### src/rtl/mts_pkg.sv
package mts_pkg;

    // sizes
    localparam int NUM_SLOTS = 8;
    localparam int SLOT_W    = (NUM_SLOTS > 1) ? $clog2(NUM_SLOTS) : 1;
    localparam int COORD_W   = 16;
    localparam int ID_W      = 16;
    localparam int SCALE_W   = 16;
    localparam int IDX_W     = 3;
    localparam int PROD_W    = COORD_W + SCALE_W;
    localparam logic [SCALE_W-1:0] SCALE_RESET = 16'd256;

    // event codes on the command port
    typedef enum logic [1:0] {
        FN_TICK = 2'd0,
        FN_DOWN = 2'd1,
        FN_MOVE = 2'd2,
        FN_UP   = 2'd3
    } func_t;

    // per-slot phase
    typedef enum logic [1:0] {
        PH_EMPTY = 2'd0,
        PH_DOWN  = 2'd1,
        PH_MOVE  = 2'd2,
        PH_UP    = 2'd3
    } phase_t;

    // report codes
    typedef enum logic [1:0] {
        KIND_PRESSED  = 2'd0,
        KIND_MOVED    = 2'd1,
        KIND_RELEASED = 2'd2
    } kind_t;

    // sequencer states
    typedef enum logic [1:0] {
        ST_IDLE,
        ST_MUL,
        ST_APPLY,
        ST_REPORT
    } state_t;

    typedef struct packed {
        func_t                      func;
        logic signed [COORD_W-1:0]  x_raw;
        logic signed [COORD_W-1:0]  y_raw;
        logic [ID_W-1:0]            contact_id;
    } cmd_t;

    typedef struct packed {
        logic [IDX_W-1:0]           slot_index;
        kind_t                      report_kind;
        logic [ID_W-1:0]            report_id;
        logic signed [COORD_W-1:0]  report_x;
        logic signed [COORD_W-1:0]  report_y;
        logic                       last;
    } result_t;

    // contents of one slot
    typedef struct packed {
        phase_t                     phase;
        logic [ID_W-1:0]            contact;
        logic signed [COORD_W-1:0]  x;
        logic signed [COORD_W-1:0]  y;
    } slot_t;

    // control broadcast to every cell
    typedef struct packed {
        logic                       apply;
        logic                       shift;
        logic                       any_match;
        func_t                      func;
        logic [ID_W-1:0]            id;
        logic signed [COORD_W-1:0]  x;
        logic signed [COORD_W-1:0]  y;
    } cell_ctl_t;

    // slot state after its report: released slots free, pressed slots move
    function automatic slot_t retire_slot(input slot_t s);
        slot_t r;
        r = s;
        if (s.phase == PH_UP) begin
            r = '0;
        end else if (s.phase == PH_DOWN) begin
            r.phase = PH_MOVE;
        end
        return r;
    endfunction

    // report code for an active phase
    function automatic kind_t kind_of(input phase_t p);
        kind_t k;
        unique case (p)
            PH_DOWN: k = KIND_PRESSED;
            PH_MOVE: k = KIND_MOVED;
            PH_UP:   k = KIND_RELEASED;
            default: k = KIND_PRESSED;
        endcase
        return k;
    endfunction

endpackage

### src/rtl/mts_scaler.sv
module mts_scaler (
    input  logic                               clk,
    input  logic                               load,
    input  logic signed [mts_pkg::COORD_W-1:0] raw,
    input  logic [mts_pkg::SCALE_W-1:0]        scale,
    output logic signed [mts_pkg::COORD_W-1:0] scaled
);
    import mts_pkg::*;

    logic                     neg;
    logic [COORD_W-1:0]       mag;
    logic                     neg_reg;
    logic [PROD_W-1:0]        prod_reg;
    logic [PROD_W-9:0]        shifted;

    // magnitude of the raw coordinate, most negative value gives 0x8000
    assign neg = raw[COORD_W-1];
    assign mag = neg ? COORD_W'(-raw) : COORD_W'(raw);

    // registered product
    always_ff @(posedge clk)
    begin
        if (load)
        begin
            neg_reg  <= neg;
            prod_reg <= PROD_W'(mag) * PROD_W'(scale);
        end
    end

    assign shifted = prod_reg[PROD_W-1:8];

    // truncate toward zero and saturate to signed 16 bits
    always_comb
    begin
        if (neg_reg)
        begin
            if (shifted >= (PROD_W-8)'(32768))
                scaled = 16'sh8000;
            else
                scaled = COORD_W'(-shifted[COORD_W-1:0]);
        end
        else
        begin
            if (shifted > (PROD_W-8)'(32767))
                scaled = 16'sh7FFF;
            else
                scaled = shifted[COORD_W-1:0];
        end
    end

endmodule

### src/rtl/mts_cell.sv
module mts_cell (
    input  logic                 clk,
    input  logic                 rst_n,
    input  mts_pkg::cell_ctl_t   ctl,
    input  logic                 match_in,
    input  logic                 free_in,
    input  mts_pkg::slot_t       shift_data,
    output logic                 match_out,
    output logic                 free_out,
    output mts_pkg::slot_t       slot
);
    import mts_pkg::*;

    slot_t slot_reg;
    slot_t slot_next;
    logic  empty;
    logic  hit;
    logic  take;
    logic  claim;

    // matching: first active slot with this id, first empty slot for a new down
    assign empty     = (slot_reg.phase == PH_EMPTY);
    assign hit       = !empty && (slot_reg.contact == ctl.id);
    assign take      = hit && !match_in;
    assign claim     = (ctl.func == FN_DOWN) && !ctl.any_match && empty && !free_in;
    assign match_out = match_in | hit;
    assign free_out  = free_in | empty;

    // next slot contents
    always_comb
    begin
        slot_next = slot_reg;
        if (ctl.shift)
        begin
            slot_next = shift_data;
        end
        else if (ctl.apply)
        begin
            if (take && ((ctl.func == FN_MOVE) || (ctl.func == FN_UP)))
            begin
                slot_next.phase = phase_t'(ctl.func);
                slot_next.x     = ctl.x;
                slot_next.y     = ctl.y;
            end
            else if (claim)
            begin
                slot_next.phase   = PH_DOWN;
                slot_next.contact = ctl.id;
                slot_next.x       = ctl.x;
                slot_next.y       = ctl.y;
            end
        end
    end

    always_ff @(posedge clk or negedge rst_n)
    begin
        if (!rst_n)
            slot_reg <= '0;
        else
            slot_reg <= slot_next;
    end

    assign slot = slot_reg;

endmodule

### src/rtl/multitouch_slot_tracker.sv
// a command transfer is followed by scaling (ST_MUL) and slot update (ST_APPLY),
// then ST_REPORT, in which the cell ring rotates once past the report port;
// each report strobe is registered and comes in the cycle after its ring step
// busy holds off a new command until the ring turn ends and the sequencer is idle again
// each active slot gives one report strobe; the receiver cannot stall, results are not held
// reset: all slots empty with zero id and coordinates, scale 1.0 (256)
module multitouch_slot_tracker (
    input  logic                         clk,
    input  logic                         rst_n,
    input  logic                         start,
    input  mts_pkg::cmd_t                cmd,
    output logic                         busy,
    input  logic                         cfg_we,
    input  logic [mts_pkg::SCALE_W-1:0]  cfg_wdata,
    output logic                         result_valid,
    output mts_pkg::result_t             result
);
    import mts_pkg::*;

    state_t                state_reg;
    state_t                state_next;
    logic [SLOT_W-1:0]     cnt_reg;
    logic [SLOT_W-1:0]     cnt_next;
    logic [SCALE_W-1:0]    scale_reg;
    cmd_t                  cmd_reg;
    result_t               result_reg;
    result_t               result_next;
    logic                  valid_reg;
    logic                  valid_next;
    logic                  accept;
    logic                  mul_load;
    logic signed [COORD_W-1:0] sx;
    logic signed [COORD_W-1:0] sy;
    cell_ctl_t             ctl;
    logic [NUM_SLOTS:0]    match_chain;
    logic [NUM_SLOTS:0]    free_chain;
    slot_t                 slots [NUM_SLOTS];
    slot_t                 wrap_data;
    logic                  more_active;
    logic                  cnt_done;

    assign accept   = start && (state_reg == ST_IDLE);
    assign busy     = (state_reg != ST_IDLE);
    assign mul_load = (state_reg == ST_MUL);
    assign cnt_done = (cnt_reg == SLOT_W'(NUM_SLOTS - 1));

    // scale register
    always_ff @(posedge clk or negedge rst_n)
    begin
        if (!rst_n)
            scale_reg <= SCALE_RESET;
        else if (cfg_we)
            scale_reg <= cfg_wdata;
    end

    // command capture
    always_ff @(posedge clk)
    begin
        if (accept)
            cmd_reg <= cmd;
    end

    // coordinate scaling
    mts_scaler u_scale_x (
        .clk    (clk),
        .load   (mul_load),
        .raw    (cmd_reg.x_raw),
        .scale  (scale_reg),
        .scaled (sx)
    );

    mts_scaler u_scale_y (
        .clk    (clk),
        .load   (mul_load),
        .raw    (cmd_reg.y_raw),
        .scale  (scale_reg),
        .scaled (sy)
    );

    // cell control broadcast
    always_comb
    begin
        ctl.apply     = (state_reg == ST_APPLY) && (cmd_reg.func != FN_TICK);
        ctl.shift     = (state_reg == ST_REPORT);
        ctl.any_match = match_chain[NUM_SLOTS];
        ctl.func      = cmd_reg.func;
        ctl.id        = cmd_reg.contact_id;
        ctl.x         = sx;
        ctl.y         = sy;
    end

    assign match_chain[0] = 1'b0;
    assign free_chain[0]  = 1'b0;
    assign wrap_data      = retire_slot(slots[0]);

    // ring of slot cells, cell 0 faces the report port
    for (genvar i = 0; i < NUM_SLOTS; i++)
    begin : g_cell
        slot_t neighbor;
        if (i == NUM_SLOTS - 1)
        begin : g_wrap
            assign neighbor = wrap_data;
        end
        else
        begin : g_link
            assign neighbor = slots[i+1];
        end

        mts_cell u_cell (
            .clk        (clk),
            .rst_n      (rst_n),
            .ctl        (ctl),
            .match_in   (match_chain[i]),
            .free_in    (free_chain[i]),
            .shift_data (neighbor),
            .match_out  (match_chain[i+1]),
            .free_out   (free_chain[i+1]),
            .slot       (slots[i])
        );
    end

    // any unreported active slot still ahead in the ring
    always_comb
    begin
        more_active = 1'b0;
        for (int j = 1; j < NUM_SLOTS; j++)
        begin
            if ((slots[j].phase != PH_EMPTY) &&
                ((SLOT_W+1)'(j) + (SLOT_W+1)'(cnt_reg) <= (SLOT_W+1)'(NUM_SLOTS - 1)))
                more_active = 1'b1;
        end
    end

    // sequencer
    always_comb
    begin
        state_next  = state_reg;
        cnt_next    = cnt_reg;
        valid_next  = 1'b0;
        result_next = result_reg;
        unique case (state_reg)
            ST_IDLE:
            begin
                if (accept)
                    state_next = ST_MUL;
            end
            ST_MUL:
            begin
                state_next = ST_APPLY;
            end
            ST_APPLY:
            begin
                cnt_next   = '0;
                state_next = ST_REPORT;
            end
            ST_REPORT:
            begin
                if (slots[0].phase != PH_EMPTY)
                begin
                    valid_next              = 1'b1;
                    result_next.slot_index  = IDX_W'(cnt_reg);
                    result_next.report_kind = kind_of(slots[0].phase);
                    result_next.report_id   = slots[0].contact;
                    result_next.report_x    = slots[0].x;
                    result_next.report_y    = slots[0].y;
                    result_next.last        = !more_active;
                end
                if (cnt_done)
                    state_next = ST_IDLE;
                else
                    cnt_next = cnt_reg + 1'b1;
            end
            default:
            begin
                state_next = ST_IDLE;
            end
        endcase
    end

    always_ff @(posedge clk or negedge rst_n)
    begin
        if (!rst_n)
        begin
            state_reg <= ST_IDLE;
            cnt_reg   <= '0;
            valid_reg <= 1'b0;
        end
        else
        begin
            state_reg <= state_next;
            cnt_reg   <= cnt_next;
            valid_reg <= valid_next;
        end
    end

    // result payload
    always_ff @(posedge clk)
    begin
        result_reg <= result_next;
    end

    assign result_valid = valid_reg;
    assign result       = result_reg;

    // a report strobe only follows a ring step
    a_strobe_from_ring: assert property (@(posedge clk) disable iff (!rst_n)
        result_valid |-> $past(state_reg == ST_REPORT))
        else $error("report strobe without ring step");

    // the final report of a command is not followed by another at once
    a_last_ends_burst: assert property (@(posedge clk) disable iff (!rst_n)
        (result_valid && result.last) |=> !result_valid)
        else $error("report right after final report");

    // a command transfer makes the block busy
    a_busy_after_accept: assert property (@(posedge clk) disable iff (!rst_n)
        (start && !busy) |=> busy)
        else $error("not busy after command transfer");

    // the ring makes exactly one turn before going idle
    a_full_turn: assert property (@(posedge clk) disable iff (!rst_n)
        ((state_reg == ST_REPORT) && (state_next == ST_IDLE)) |-> cnt_done)
        else $error("ring left before a full turn");

endmodule

### config.mk
export PLATFORM = sky130hd
export DESIGN_NAME = multitouch_slot_tracker
export DESIGN_NICKNAME = d
export VERILOG_FILES = /design/src/rtl/mts_pkg.sv /design/src/rtl/mts_scaler.sv /design/src/rtl/mts_cell.sv /design/src/rtl/multitouch_slot_tracker.sv
export SDC_FILE = /design/constraint.sdc
export NUM_CORES = 2
export LEC_CHECK = 0
export BUFFER_PORTS_ARGS = -buffer_cell sky130_fd_sc_hd__buf_2
export CAP_MARGIN = 0
export CORE_ASPECT_RATIO = 1.2
export CORE_MARGIN = 2
export CORE_UTILIZATION = 35
export CTS_CLUSTER_DIAMETER = 50
export DETAILED_ROUTE_END_ITERATION = 7
export GPL_ROUTABILITY_DRIVEN = 0
export PLACE_DENSITY_LB_ADDON = 0.05
export RECOVER_POWER = 50
export SYNTH_ARGS = -nofsm -noshare
export SYNTH_HDL_FRONTEND = slang
export SYNTH_SLANG_ARGS = --single-unit
### constraint.sdc
create_clock -name clk -period 19.85 [get_ports clk]
set_input_delay 2.9775 -clock clk [delete_from_list [all_inputs] [get_ports clk]]
set_output_delay 2.9775 -clock clk [all_outputs]
set_load 0.03 [all_outputs]
==> metrics.yaml <==
maxSlewHeadroom_pct: -207.7
hold_end: "result[7]"
fmax_ghz: 0.1018
finalSetupTns_ns: 0
dieArea_um2: 126900
worst_pin_slew_ns: 4.616
antenna_found_initial: 6
cp_max_fo: 76
slew_violations: 758
worst_skew_pair.late_latency_ns: 0.68
largest_register_ff_count: 400
synth_nets: 5065
num_vias: 29800
h-tree-depth: 3
dieWidth_um: 325.5
rows: 141
syn2layout_area_growth_pct: 12.27
grt_max_degree: 149
synth_edf_count: 154
rr_worst_depth: 8
grt_overflow: 0
post_cts_buffers: 0
synth.avg_cell_area_um2: 9.885
period_share_pct: 49.50
clockRootBuffer: "clkbuf_16"
n_fill_cell: 12510
cts_tree: "built"
ant_nets: 0
yosysTopAreaCell: "dfrtp_1"
required_ns: 20.38
crit_path_end_kind: "flip-flop"
worstHoldStart: "g_cell[0].u_cell.slot[6]"
cts_hold_buf: 0
regToRegSetupSlack_ns: 10.02
ys_ff_latch: 576
dr.pass1.iters: 5
portBuffers: 125
clk_path_buf_depth: 3
clk_pin_slew_ns: 0.06
worstReg2RegEnd: "g_cell[6].u_cell.slot[9]"
start_util_pct: 35.26
grt_pass1_wl_mm: 191.0
synthArstFlopShare_pct: 73.26
hold_path.class: "reg2reg"
violations: "max-capacitance violations, max-slew violations"
worst_clock_skew_ns: 0.02131
drive_gt1_share_pct: 8.928
hpwl_mm: 82.05
crit_path_start_kind: "flip-flop"
synthMostInstantiatedCell: "inv_1"
ys_seq_area_share_pct: 34.98
nets: 5120
status: "complete, but fails checks"
drc: 0
critical_path_class: "reg2reg"
routed_wirelength_mm: 120.3
hold_viol: 0
synth_flop_cell: "dfrtp_1"
synth_top_area_share_pct: 24.27
grt_pass1_vias: 32050
via_per_inst: 4.830
drt_iter0_drc: 1488
diodes: 0
cts_resized: 0
r2r_start: "state_reg[1]"
wl_per_cell_um: 19.51
top_level_ports: 126
clkSinkCount: 576
yosys-top-cells-area: "dfrtp_1 24%, fa_1 18%, edfxtp_1 11%"
holdPathStages: 0
grt_setup_unrepaired: "false"
preCtsSetupSlack_ns: 11.75
numCtsBuffers: 92
synth_area_um2: 43420
netlist_instances: 4392
synth_commonest_cells: "710 x inv_1, 436 x nand2_1, 421 x dfrtp_1, 403 x a21oi_1, 386 x fa_1"
ys_warn_count: 0
dieHeight_um: 389.8
cp.arrival_ns: 10.36
track_usage_pct: 19.41
core_um2: 123100
final-setup-viol-count: 0
synth.distinct_cells: 80
final_util_pct: 39.58
finalWorstSetupSlack_ns: 10.02
fin_crit_ns: 9.826
drv_cap: 13
[critical path, stage by stage, from the launching register on]
cell      delay, ns
dfrtp_1        0.38
ha_1           1.25
clkbuf_1       1.95
clkbuf_1       2.41
clkbuf_1       1.83
buf_4          0.85
nor2_1         0.37
a21oi_1        0.24
mux2i_1        0.12
[kinds of logic (layout without fill, tap and decap cells)]
kind of cell,count (synthesis),in the layout,synth area share [%]
AO/OA/AOI/OAI,679,679,8.603
XOR/XNOR,202,202,4.075
buffers and inverters,947,1080,8.646
multiplexers,334,334,7.796
AND/OR/NAND/NOR,1051,1051,11.85
flip-flops,576,576,34.98
adder cells (fa/ha/maj),603,603,24.05
[per-layer routing]
metal	wire length (µm)	vias to the layer above	part of all wire (%)	GRT usage [%]
met3	3418	166	2.8	2.245
met1	52830	14950	44	24.52
met5	13	-	0.011	0
met2	61120	416	51	34.74
li1	-	14270	-	-
met4	2953	2	2.5	5.781
[cell type report]
class,instances,area [µm²],area share (%)
multi-input combinational,2869,24570,50.41
sequential,576,15200,31.18
inverter,711,2669,5.476
clock buffer,115,2480,5.088
tap,1644,2057,4.220
timing repair buffer,197,1126,2.310
clock inverter,57,641.9,1.317
[cells in the final DEF (no fill, tap or decap), types with 33 or more instances in the layout]
master,count
xor2_1,110
clkbuf_1,33
nor2b_1,38
mux2i_1,301
o21ai_0,164
nand2_1,436
ha_1,217
and2_1,215
fa_1,386
buf_4,59
a21oi_1,403
xnor2_1,89
inv_1,710
clkbuf_16,93
nor2_1,167
buf_2,119
edfxtp_1,154
dfrtp_1,412
[worst max path at each step]
stage	cells past startpoint	slack (ns)	start	end
final	8	10.02	state_reg[1]	g_cell[6].u_cell.slot[9]
after detailed placement	25	11.75	cmd_reg[16]	u_scale_y.prod_reg[26]
after global routing	3	8.91	rst_n	g_cell[4].u_cell.slot[1]
after global placement	25	11.78	cmd_reg[16]	u_scale_y.prod_reg[26]
after floorplan	29	12.24	cmd_reg[32]	u_scale_x.prod_reg[28]
after CTS	25	11.71	cmd_reg[16]	u_scale_y.prod_reg[26]
[metrics by stage]
step,std cells,instance area [µm²],hold WS (ns)
finish,6169,48740,0.4768
global route,6169,48740,0.4972
CTS,6169,48820,0.4753
detailed placement,5997,45700,0.4587
global placement,5997,45700,0.4668
floorplan,4392,43420,0.4244
Power is not shown: default switching activity piles up to over one toggle a cycle in this logic, so the estimate is an artifact.
